### src/rtl/core/key_click_classifier_assert.svh
// Assertion macros shared by the key click classifier RTL.
// Each macro takes a label, the clock, the active-low reset, a condition and a consequence.
`ifndef KEY_CLICK_CLASSIFIER_ASSERT_SVH
`define KEY_CLICK_CLASSIFIER_ASSERT_SVH

// The consequence must hold in the same cycle as the condition.
`define KCC_ASSERT_NOW(lbl, clk, rstn, ante, cons) \
  lbl: assert property (@(posedge clk) disable iff (!rstn) (ante) |-> (cons)) \
    else $error("key click classifier: same-cycle check failed");

// The consequence must hold in the cycle after the condition.
`define KCC_ASSERT_NEXT(lbl, clk, rstn, ante, cons) \
  lbl: assert property (@(posedge clk) disable iff (!rstn) (ante) |=> (cons)) \
    else $error("key click classifier: next-cycle check failed");

`endif

### src/rtl/core/kcc_pkg.sv
package kcc_pkg;

  typedef enum logic [2:0] {
    KS_IDLE     = 3'd0,
    KS_PRESSED  = 3'd1,
    KS_DCHECK   = 3'd2,
    KS_DCONFIRM = 3'd3,
    KS_LONG     = 3'd4
  } btn_state_t;

  // Event kinds carried on the input tuser.
  typedef enum logic [1:0] {
    MODE_PRESS   = 2'd0,
    MODE_RELEASE = 2'd1,
    MODE_TICK    = 2'd2
  } mode_t;

  // Configuration register indexes.
  localparam logic [1:0] REG_TIMER_TOP   = 2'd0;
  localparam logic [1:0] REG_PERIOD_US   = 2'd1;
  localparam logic [1:0] REG_DOUBLE_TOUT = 2'd2;
  localparam logic [1:0] REG_LONG_TOUT   = 2'd3;

  localparam logic [15:0] TIMER_TOP_RST   = 16'd999;
  localparam logic [15:0] PERIOD_US_RST   = 16'd1000;
  localparam logic [31:0] DOUBLE_TOUT_RST = 32'd500000;
  localparam logic [31:0] LONG_TOUT_RST   = 32'd3000000;

  typedef struct packed {
    logic [15:0] timer_top;
    logic [15:0] period_us;
    logic [31:0] double_timeout_us;
    logic [31:0] long_timeout_us;
  } cfg_t;

  typedef struct packed {
    logic [7:0] long_count;
    logic [7:0] double_count;
    logic [7:0] click_count;
    btn_state_t btn_state;
  } result_t;

endpackage

### src/rtl/core/kcc_fsm.sv
module kcc_fsm (
  input  logic             clk,
  input  logic             rst_n,
  input  logic             ev_en,
  input  logic [1:0]       ev_mode,
  input  logic [15:0]      ev_cap,
  input  kcc_pkg::cfg_t    cfg,
  output kcc_pkg::result_t res_nxt
);
  import kcc_pkg::*;

  btn_state_t  state_r, state_nxt;
  logic [31:0] gap_r, gap_nxt;
  logic [31:0] hold_r, hold_nxt;
  logic [15:0] pcap_r, pcap_nxt;
  logic        pvalid_r, pvalid_nxt;
  logic [15:0] ovf_r, ovf_nxt;
  logic        startup_r, startup_nxt;
  logic [7:0]  click_r, click_nxt;
  logic [7:0]  dbl_r, dbl_nxt;
  logic [7:0]  lng_r, lng_nxt;

  logic [31:0] period32;
  logic [31:0] top32;
  logic [31:0] cap32;
  logic [31:0] p32;
  logic [15:0] ovf_m1;
  logic [31:0] ovf_time;
  logic [31:0] dur;
  logic [31:0] press_gap;
  logic [31:0] gap_tick;
  logic [31:0] hold_tick;

  assign period32  = {16'b0, cfg.period_us};
  assign top32     = {16'b0, cfg.timer_top};
  assign cap32     = {16'b0, ev_cap};
  // With no press recorded the press capture counts as minus one.
  assign p32       = pvalid_r ? {16'b0, pcap_r} : 32'hFFFF_FFFF;
  assign ovf_m1    = ovf_r - 16'd1;
  assign ovf_time  = {16'b0, ovf_m1} * period32;
  assign dur       = (ovf_r != 16'd0) ? (ovf_time + (top32 - p32) + cap32) : (cap32 - p32);
  assign press_gap = gap_r + cap32;
  assign gap_tick  = gap_r + period32;
  assign hold_tick = hold_r + period32;

  always_ff @(posedge clk) begin
    if (!rst_n) begin
      state_r   <= KS_IDLE;
      gap_r     <= '0;
      hold_r    <= '0;
      pcap_r    <= '0;
      pvalid_r  <= 1'b0;
      ovf_r     <= '0;
      startup_r <= 1'b0;
      click_r   <= '0;
      dbl_r     <= '0;
      lng_r     <= '0;
    end else begin
      state_r   <= state_nxt;
      gap_r     <= gap_nxt;
      hold_r    <= hold_nxt;
      pcap_r    <= pcap_nxt;
      pvalid_r  <= pvalid_nxt;
      ovf_r     <= ovf_nxt;
      startup_r <= startup_nxt;
      click_r   <= click_nxt;
      dbl_r     <= dbl_nxt;
      lng_r     <= lng_nxt;
    end
  end

  always_comb begin
    state_nxt   = state_r;
    gap_nxt     = gap_r;
    hold_nxt    = hold_r;
    pcap_nxt    = pcap_r;
    pvalid_nxt  = pvalid_r;
    ovf_nxt     = ovf_r;
    startup_nxt = startup_r;
    click_nxt   = click_r;
    dbl_nxt     = dbl_r;
    lng_nxt     = lng_r;
    if (ev_en) begin
      case (ev_mode)
        MODE_PRESS: begin
          hold_nxt   = cap32;
          pcap_nxt   = ev_cap;
          pvalid_nxt = 1'b1;
          if (state_r == KS_IDLE) begin
            state_nxt = KS_PRESSED;
          end else if (state_r == KS_DCHECK && press_gap < cfg.double_timeout_us) begin
            state_nxt = KS_DCONFIRM;
            gap_nxt   = '0;
          end
        end
        MODE_RELEASE: begin
          if (state_r == KS_PRESSED && dur > cfg.long_timeout_us) begin
            state_nxt = KS_IDLE;
            lng_nxt   = lng_r + 8'd1;
          end else if (state_r == KS_PRESSED && dur < cfg.long_timeout_us) begin
            state_nxt = KS_DCHECK;
            gap_nxt   = top32 - cap32;
          end else if (state_r == KS_DCONFIRM && dur < cfg.long_timeout_us) begin
            state_nxt = KS_IDLE;
            dbl_nxt   = dbl_r + 8'd1;
          end else begin
            state_nxt = KS_IDLE;
          end
          ovf_nxt    = '0;
          pvalid_nxt = 1'b0;
        end
        MODE_TICK: begin
          if (state_r == KS_DCHECK) begin
            gap_nxt = gap_tick;
            if (gap_tick > cfg.double_timeout_us) begin
              state_nxt = KS_IDLE;
              click_nxt = click_r + 8'd1;
              gap_nxt   = '0;
            end
          end else if (state_r == KS_PRESSED) begin
            if (!startup_r) begin
              // The first tick ever seen while pressed drops that press.
              startup_nxt = 1'b1;
              state_nxt   = KS_IDLE;
            end else begin
              hold_nxt = hold_tick;
              if (hold_tick > cfg.long_timeout_us) begin
                hold_nxt  = '0;
                lng_nxt   = lng_r + 8'd1;
                state_nxt = KS_LONG;
              end
            end
          end
          if (pvalid_r) begin
            ovf_nxt = ovf_r + 16'd1;
          end
        end
        default: begin
        end
      endcase
    end
  end

  always_comb begin
    res_nxt.btn_state    = state_nxt;
    res_nxt.click_count  = click_nxt;
    res_nxt.double_count = dbl_nxt;
    res_nxt.long_count   = lng_nxt;
  end

endmodule

### src/rtl/core/key_click_classifier.sv
// Key click classifier: sorts key presses into single clicks, double clicks
// and long presses.
// The input channel carries one event per item: tuser holds the event kind
// (press edge, release edge or period tick) and tdata the timer capture.
// Every item, of any kind, yields exactly one result item holding the key
// state after the event and the three 8-bit wrapping event counts.
// An accepted item sits in the input register; its result is then loaded into
// the result register and offered. The throughput is one item per cycle while
// the receiver keeps taking results; the path that sets it is the release
// duration (one 16 by 16 multiply and two adds) feeding the timeout compare
// ahead of the state registers.
// When the receiver stalls, the result register holds its item and the input
// register still takes one more item; after that in_tready drops until the
// result is taken, so nothing is lost or repeated.
// Reset (rst_n low, synchronous) empties both registers, returns the state
// machine to idle, clears all times and counts and loads the default
// configuration. Configuration writes take effect on the next clock edge and
// are meant to be made while no item is in flight.
module key_click_classifier (
  input  logic        clk,
  input  logic        rst_n,
  input  logic        in_tvalid,
  output logic        in_tready,
  input  logic [15:0] in_tdata,    // [15:0] capture
  input  logic [1:0]  in_tuser,    // [1:0] mode
  output logic        out_tvalid,
  input  logic        out_tready,
  output logic [31:0] out_tdata,   // [2:0] button state, [10:3] click_count,
                                   // [18:11] double_count, [26:19] long_count, rest zero
  input  logic        cfg_we,
  input  logic [1:0]  cfg_index,
  input  logic [31:0] cfg_wdata
);
  import kcc_pkg::*;

  `include "key_click_classifier_assert.svh"

  cfg_t        cfg_r;
  logic        s1_valid_r;
  logic [1:0]  s1_mode_r;
  logic [15:0] s1_cap_r;
  logic        out_valid_r;
  result_t     out_data_r;
  result_t     res_nxt;
  logic        adv;
  logic        fire;

  // The result register can take a new item when empty or being emptied.
  assign adv       = !out_valid_r || out_tready;
  assign fire      = s1_valid_r && adv;
  assign in_tready = !s1_valid_r || adv;

  always_ff @(posedge clk) begin
    if (!rst_n) begin
      cfg_r.timer_top         <= TIMER_TOP_RST;
      cfg_r.period_us         <= PERIOD_US_RST;
      cfg_r.double_timeout_us <= DOUBLE_TOUT_RST;
      cfg_r.long_timeout_us   <= LONG_TOUT_RST;
    end else if (cfg_we) begin
      case (cfg_index)
        REG_TIMER_TOP:   cfg_r.timer_top         <= cfg_wdata[15:0];
        REG_PERIOD_US:   cfg_r.period_us         <= cfg_wdata[15:0];
        REG_DOUBLE_TOUT: cfg_r.double_timeout_us <= cfg_wdata;
        REG_LONG_TOUT:   cfg_r.long_timeout_us   <= cfg_wdata;
        default: begin
        end
      endcase
    end
  end

  // Input register.
  always_ff @(posedge clk) begin
    if (!rst_n) begin
      s1_valid_r <= 1'b0;
    end else if (in_tready) begin
      s1_valid_r <= in_tvalid;
    end
  end

  always_ff @(posedge clk) begin
    if (in_tvalid && in_tready) begin
      s1_mode_r <= in_tuser;
      s1_cap_r  <= in_tdata;
    end
  end

  // The classifier updates its state at the edge the item moves to the output.
  kcc_fsm u_fsm (
    .clk     (clk),
    .rst_n   (rst_n),
    .ev_en   (fire),
    .ev_mode (s1_mode_r),
    .ev_cap  (s1_cap_r),
    .cfg     (cfg_r),
    .res_nxt (res_nxt)
  );

  // Result register.
  always_ff @(posedge clk) begin
    if (!rst_n) begin
      out_valid_r <= 1'b0;
      out_data_r  <= '0;
    end else if (adv) begin
      out_valid_r <= s1_valid_r;
      if (s1_valid_r) begin
        out_data_r <= res_nxt;
      end
    end
  end

  assign out_tvalid = out_valid_r;
  assign out_tdata  = {5'b0, out_data_r};

  // A held item in the input register is not dropped while the output stalls.
  `KCC_ASSERT_NEXT(a_s1_hold, clk, rst_n, s1_valid_r && !adv, s1_valid_r)
  // The result register changes only when an item moves into it.
  `KCC_ASSERT_NEXT(a_out_stable, clk, rst_n, !fire, $stable(out_data_r))
  // A result only appears after an item sat in the input register.
  `KCC_ASSERT_NOW(a_out_source, clk, rst_n, $rose(out_valid_r), $past(s1_valid_r))

endmodule
### config.mk
export PLATFORM = sky130hd
export DESIGN_NAME = key_click_classifier
export DESIGN_NICKNAME = d
export VERILOG_FILES = /design/src/rtl/core/kcc_pkg.sv /design/src/rtl/core/kcc_fsm.sv /design/src/rtl/core/key_click_classifier.sv
export VERILOG_INCLUDE_DIRS = /design/src /design/src/rtl/core
export SDC_FILE = /design/constraint.sdc
export NUM_CORES = 2
export LEC_CHECK = 0
export BUFFER_PORTS_ARGS = -buffer_cell sky130_fd_sc_hd__buf_2
export CORE_MARGIN = 2
export CORE_UTILIZATION = 44
export DETAILED_ROUTE_END_ITERATION = 10
export HOLD_SLACK_MARGIN = 0.15
export PLACE_DENSITY = 0.62
export RECOVER_POWER = 100
export SYNTH_ARGS = -nofsm -noshare
export SYNTH_HDL_FRONTEND = slang
export SYNTH_SLANG_ARGS = --single-unit
### constraint.sdc
create_clock -name clk -period 13.6 [get_ports clk]
set_input_delay 2.72 -clock clk [delete_from_list [all_inputs] [get_ports clk]]
set_output_delay 2.72 -clock clk [all_outputs]
set_load 0.02 [all_outputs]
Word-level counts from Yosys, hierarchy flattened
Index checks and enable logic that the tools add are counted.
{"block": "word_totals", "register_bits": 268, "wordCells": 132, "output_inout_bits": 34}
{"block": "op_classes", "n_eq_ne": 17, "mux": 44, "bitwise_logic": 1, "reduce_logical": 29, "n_lt_le_gt_ge": 5, "n_mul": 1, "n_addsub": 13}
{"op": "32-bit 2-to-1 mux", "n": 12}
{"op": "32-bit by 16-bit adder with 32-bit output", "n": 4}
{"op": "8-bit 2-to-1 mux", "n": 15}
{"op": "32-bit > comparator", "n": 3}
{"op": "32-bit one-hot mux with 3 select lines", "n": 1}
{"op": "32-bit < comparator", "n": 2}
{"op": "32-bit one-hot mux with 2 select lines", "n": 1}
{"op": "16-bit by 32-bit subtractor with 32-bit output", "n": 2}
{"op": "32-bit adder", "n": 1}
{"op": "16-bit by 16-bit multiplier with 32-bit output", "n": 1}
{"op": "16-bit one-hot mux with 2 select lines", "n": 1}
{"op": "3-bit 2-to-1 mux", "n": 9}
{"op": "8-bit by 1-bit adder with 8-bit output, second input constant", "n": 3}
{"op": "16-bit by 16-bit subtractor with 17-bit output", "n": 1}
{"op": "16-bit by 1-bit adder with 16-bit output, second input constant", "n": 1}
{"op": "16-bit 2-to-1 mux", "n": 1}
{"op": "8-bit one-hot mux with 2 select lines", "n": 1}
{"op": "16-bit nonzero test", "n": 1}
{"op": "16-bit by 1-bit subtractor with 16-bit output, second input constant", "n": 1}
{"op": "2-bit AND reduction", "n": 7}
{"op": "2-bit by 1-bit inequality test with 1-bit output, second input constant", "n": 6}
{"op": "3-bit one-hot mux with 3 select lines", "n": 1}
{"op": "7-bit AND reduction", "n": 1}
{"op": "2-bit equality test, second input constant", "n": 3}
{"op": "17 further kinds", "n": 31}

Longest topological paths before layout
{"block": "depth", "word_depth": 12, "depth_mapped": 45, "mapped_depth_nobuf": 41}

Hierarchy
A second synthesis with hierarchy kept.
{"block": "unflattened", "cells_unflattened": 3509, "hier_area_um2": 29146.7}
{"mod": "kcc_fsm", "instances": 1, "seq_area_each_um2": 2502.4, "area_per_inst_um2": 24106.9, "cells_each": 2977}
{"mod": "key_click_classifier", "instances": 1, "seq_area_each_um2": 3042.9, "area_per_inst_um2": 5039.8, "cells_each": 532}

Least setup slack after synthesis
No wires, ideal clock.
{"block": "synth_timing", "kind": "register to register", "startpoint": "register u_fsm.ovf_r[0]", "endpoint": "register u_fsm.gap_r[5]", "stages_incl_launch_ff": 42, "path_buffers": 5, "t_arrival_ns": 9.837, "required_time_ns": 13.526, "slack_ns": 3.689, "cell_sequence": "dfxtp_1 -> clkbuf_1 -> clkbuf_1 -> inv_1 -> ha_1 -> inv_1 -> nor4_2 -> nand2_1 -> or4_1 -> xnor2_1 -> clkbuf_1 -> nand2_1 -> fa_1 -> fa_1 -> fa_1 -> inv_1 -> fa_1 -> fa_1 -> [... 6 more ...] -> a21oi_2 -> a311oi_2 -> a21oi_1 -> or4_1 -> a31oi_1 -> xnor2_1 -> a21oi_1 -> ha_1 -> nand4_1 -> nor4_1 -> o41a_1 -> nor3_1 -> o211a_1 -> a21oi_1 -> buf_2 -> clkbuf_1 -> nand2_1 -> o21ai_0"}
{"block": "synth_via", "elab_chain_cells": 9, "elab_cells_between_ends": 13}
{"item": "start, declared", "line_no": "kcc_fsm.sv:17", "text": "logic [15:0] ovf_r, ovf_nxt;"}
{"item": "start signal, assigned", "line_no": "kcc_fsm.sv:64", "text": "ovf_r <= ovf_nxt;"}
{"item": "16-bit by 1-bit subtractor with 16-bit output", "line_no": "kcc_fsm.sv:39", "text": "assign ovf_m1 = ovf_r - 16'd1;"}
{"item": "16-bit by 16-bit multiplier with 32-bit output", "line_no": "kcc_fsm.sv:40", "text": "assign ovf_time = {16'b0, ovf_m1} * period32;"}
{"item": "32-bit adder", "line_no": "kcc_fsm.sv:41", "text": "assign dur = (ovf_r != 16'd0) ? (ovf_time + (top32 - p32) + cap32) : (cap32 - p32);"}
{"item": "32-bit by 16-bit adder with 32-bit output", "line_no": "kcc_fsm.sv:41"}
{"item": "32-bit 2-to-1 mux *", "line_no": "kcc_fsm.sv:41"}
{"item": "32-bit > comparator or 32-bit < comparator (tied branches)", "line_no": "kcc_fsm.sv:97, kcc_fsm.sv:100"}
{"item": "1-bit logical AND, on equally long branches", "line_no": "kcc_fsm.sv:97, kcc_fsm.sv:100"}
{"item": "2-bit inequality test (no source line) or 2-bit by 1-bit inequality test with 1-bit output (tied branches)"}
{"item": "7-bit AND reduction (no source line) *"}
{"item": "end signal, assigned", "line_no": "kcc_fsm.sv:60", "text": "gap_r <= gap_nxt;"}
{"item": "end, declared", "line_no": "kcc_fsm.sv:13", "text": "logic [31:0] gap_r, gap_nxt;"}
Every way passes the cells marked *; elsewhere a longest branch is shown, timed or not.
A chain may end at the register's enable or synchronous reset.

Worst setup path after layout
{"block": "layout_timing", "startpoint": "register u_fsm.ovf_r[2]", "endpoint": "register u_fsm.gap_r[1]"}
Same word-level chain as after synthesis.

==> impl_metrics.tcl <==
set metrics [dict create \
    post_cts_buffers 0 \
    fmaxAchievable_ghz 0.0851 \
    core_area_um2 64100 \
    synth_most_common_cell "nand2_1" \
    worst_ep_required_time_ps 14110 \
    period_share 0.864 \
    multi_input_area_um2 20700 \
    synthSimpleGateAreaFrac 0.187 \
    crit_path_end_kind "flip-flop" \
    cts_buffer_depth 3 \
    cts_tree "done" \
    row_count 93 \
    muxShareOfSynthArea 0.00225 \
    ant_nets 0 \
    rsz0062_at_grt "false" \
    drc 0 \
    synthFlopType "dfxtp_1" \
    crit_slowest_cell "a21oi_1" \
    grt_pass1_vias 23300 \
    dp_hpwl_um 67400 \
    netlist_instances 3426 \
    drt_iter0_markers 1890 \
    synth_compound_area_frac 0.157 \
    failed_checks "max-capacitance violations, max-slew violations" \
    start_util 0.443 \
    dieArea_um2 66600 \
    nFillCells 6295 \
    synth_edf_count 18 \
    p_leak_nw 14.4 \
    cts-buffers-inserted 29 \
    synth_xor_area_frac 0.0528 \
    grt_usage 0.260 \
    grt_max_degree 66 \
    power.total_mw 5.14 \
    hold_class "flip-flop to flip-flop" \
    drive_gt1_frac 0.0528 \
    hold_ws_ps 452 \
    wl_per_cell_um 19.9 \
    synthTopCellsByCount "466 x nand2_1, 425 x inv_1, 328 x ha_1" \
    path_clk_slew_ps 70 \
    wl_um 86100 \
    clock-sinks 268 \
    clk_latency_ps 590 \
    port_buffers 85 \
    final-hold-violation-count 0 \
    antenna_found_initial 7 \
    placed_area_um2 29700 \
    via_per_inst 5.53 \
    vias 23900 \
    worst_pin_slew_ps 2810 \
    reg2reg_from "u_fsm.ovf_r[2]" \
    finalMaxSlewViolations 209 \
    max_stage_delay_ps 980 \
    synth_top_area_share 0.183 \
    avgSynthCellArea_um2 8.29 \
    netlist_area_um2 28400 \
    hold_path.startpoint "cfg_r[60]" \
    cap_violations 5 \
    synth-async-reset-ratio 0 \
    status "finished, violations left" \
    yosys_warnings 0 \
    area.growth.synth_to_final_pct 7.76 \
    worstPathMaxFanout 16 \
    crit_arrival_ps 12250 \
    register_area_um2 5550 \
    slew_headroom -0.877 \
    nets 4091 \
    yosysTopAreaCell "fa_1" \
    cts_hold_buf 0 \
    finalSetupViolCount 0 \
    period_needed_ps 11750 \
    skew_ps 16.0 \
    startpoint_type "flip-flop" \
    synth_top_family_by_area "adder cells" \
    ys_seq_area_frac 0.195 \
    cp-startpoint "u_fsm.ovf_r[2]" \
    grt_overflow 0 \
    htree_levels 1 \
    drt_pass1_iterations 5 \
    synth_seq_cells 268 \
    gp_congestion 0.916 \
    clock-root-buffer "clkbuf_16" \
    fp.dieH_um 258 \
    grt_pass1_wl_um 135000 \
    cts_resized 0 \
    io_pins 91 \
    synthAdderAreaFrac 0.328 \
    powerDensity_nw_per_um2 168 \
    vdd_ir_drop_max_uv 269 \
    yosys-top-cells-area "fa_1 18%, dfxtp_1 18%, ha_1 14%, nand2_1 6.2%, inv_1 5.6%" \
    fin_area_um2 30600 \
    critPathKind "flip-flop to flip-flop" \
    die_w_um 258 \
    synth_cell_types 89 \
    crit_top_cell "fa_1" \
    setup_tns_ps 0 \
]
## critical path: cells and delay by family, from the launching register on
| kind | cells | cell delay (ps) |
|---|---|---|
| fa+ha+maj | 8 | 3680 |
| compound gates | 11 | 3240 |
| simple gates | 12 | 3210 |
| buf+inv | 6 | 810 |
| flops | 1 | 410 |
| xor+xnor | 2 | 280 |
## layout make-up
| class | count | area share |
|---|---|---|
| Antenna cell | 3 | 0.000245 |
| Clock buffer | 41 | 0.0265 |
| Clock inverter | 13 | 0.00528 |
| Inverter | 427 | 0.0524 |
| Multi-Input combinational cell | 2590 | 0.676 |
| Sequential cell | 268 | 0.181 |
| Tap cell | 855 | 0.0350 |
| Timing Repair Buffer | 130 | 0.0230 |
## routing by layer
| layer | global-route usage | vias up | share of wire |
|---|---|---|---|
| met5 | 0 | - | 0.00045 |
| met4 | 0.0732 | 6 | 0.029 |
| met3 | 0.0462 | 146 | 0.080 |
| met2 | 0.418 | 806 | 0.45 |
| met1 | 0.360 | 11500 | 0.44 |
| li1 | - | 11500 | - |
## flip-flops by register name, indices dropped and copies added (netlist names), 2 cells and up
name,cells
u_fsm.hold_r,32
u_fsm.click_r,8
out_tdata,27
u_fsm.lng_r,8
cfg_r,96
u_fsm.gap_r,32
u_fsm.pcap_r,16
u_fsm.dbl_r,8
s1_cap_r,16
u_fsm.ovf_r,16
s1_mode_r,2
u_fsm.state_r,3
## power by group
| group | switching (mW) | total [mW] | internal, mW |
|---|---|---|---|
| registers | 0.0307 | 0.848 | 0.818 |
| logic | 2.03 | 3.46 | 1.43 |
| clock network | 0.358 | 0.832 | 0.475 |
| total | 2.41 | 5.14 | 2.72 |
## stage by stage
| step | setup slack (ps) | utilization | std cells |
|---|---|---|---|
| finish | 1850 | 0.477 | 4327 |
| global route | 994 | 0.477 | 4324 |
| CTS | 2420 | 0.479 | 4324 |
| detailed placement | 2480 | 0.464 | 4270 |
| global placement | 2590 | 0.464 | 4270 |
| floorplan | 3690 | - | 3430 |
## worst paths after layout
kind,end,slack (ps),cells after the start
hold / removal,cfg_r[60],450,2
hold reg to reg,cfg_r[60],450,2
setup / recovery,u_fsm.gap_r[1],1850,39
setup reg to reg,u_fsm.gap_r[1],1850,39
## layout by cell type, fill, tap and decap left out, types with 40 or more instances in the layout
cell and instances:
a21o_1 62, a21oi_1 229, and2_1 125, buf_2 56
clkbuf_1 42, dfxtp_1 250, fa_1 260, ha_1 328
inv_1 424, nand2_1 466, nand3_1 63, nand4_1 47
nor2_1 190, nor2b_1 42, nor3_1 40, o21ai_0 150
xnor2_1 100, xor2_1 64
## logic make-up (layout without fill, tap and decap cells)
kind of cell    Yosys count  count (layout)
compound gates          702             702
xor+xnor                171             171
fa+ha+maj               588             588
buf+inv                 572             611
flops                   268             268
mux                       6               6
other cells               1               8
simple gates           1118            1118
Power figures use the tool's default switching activity.
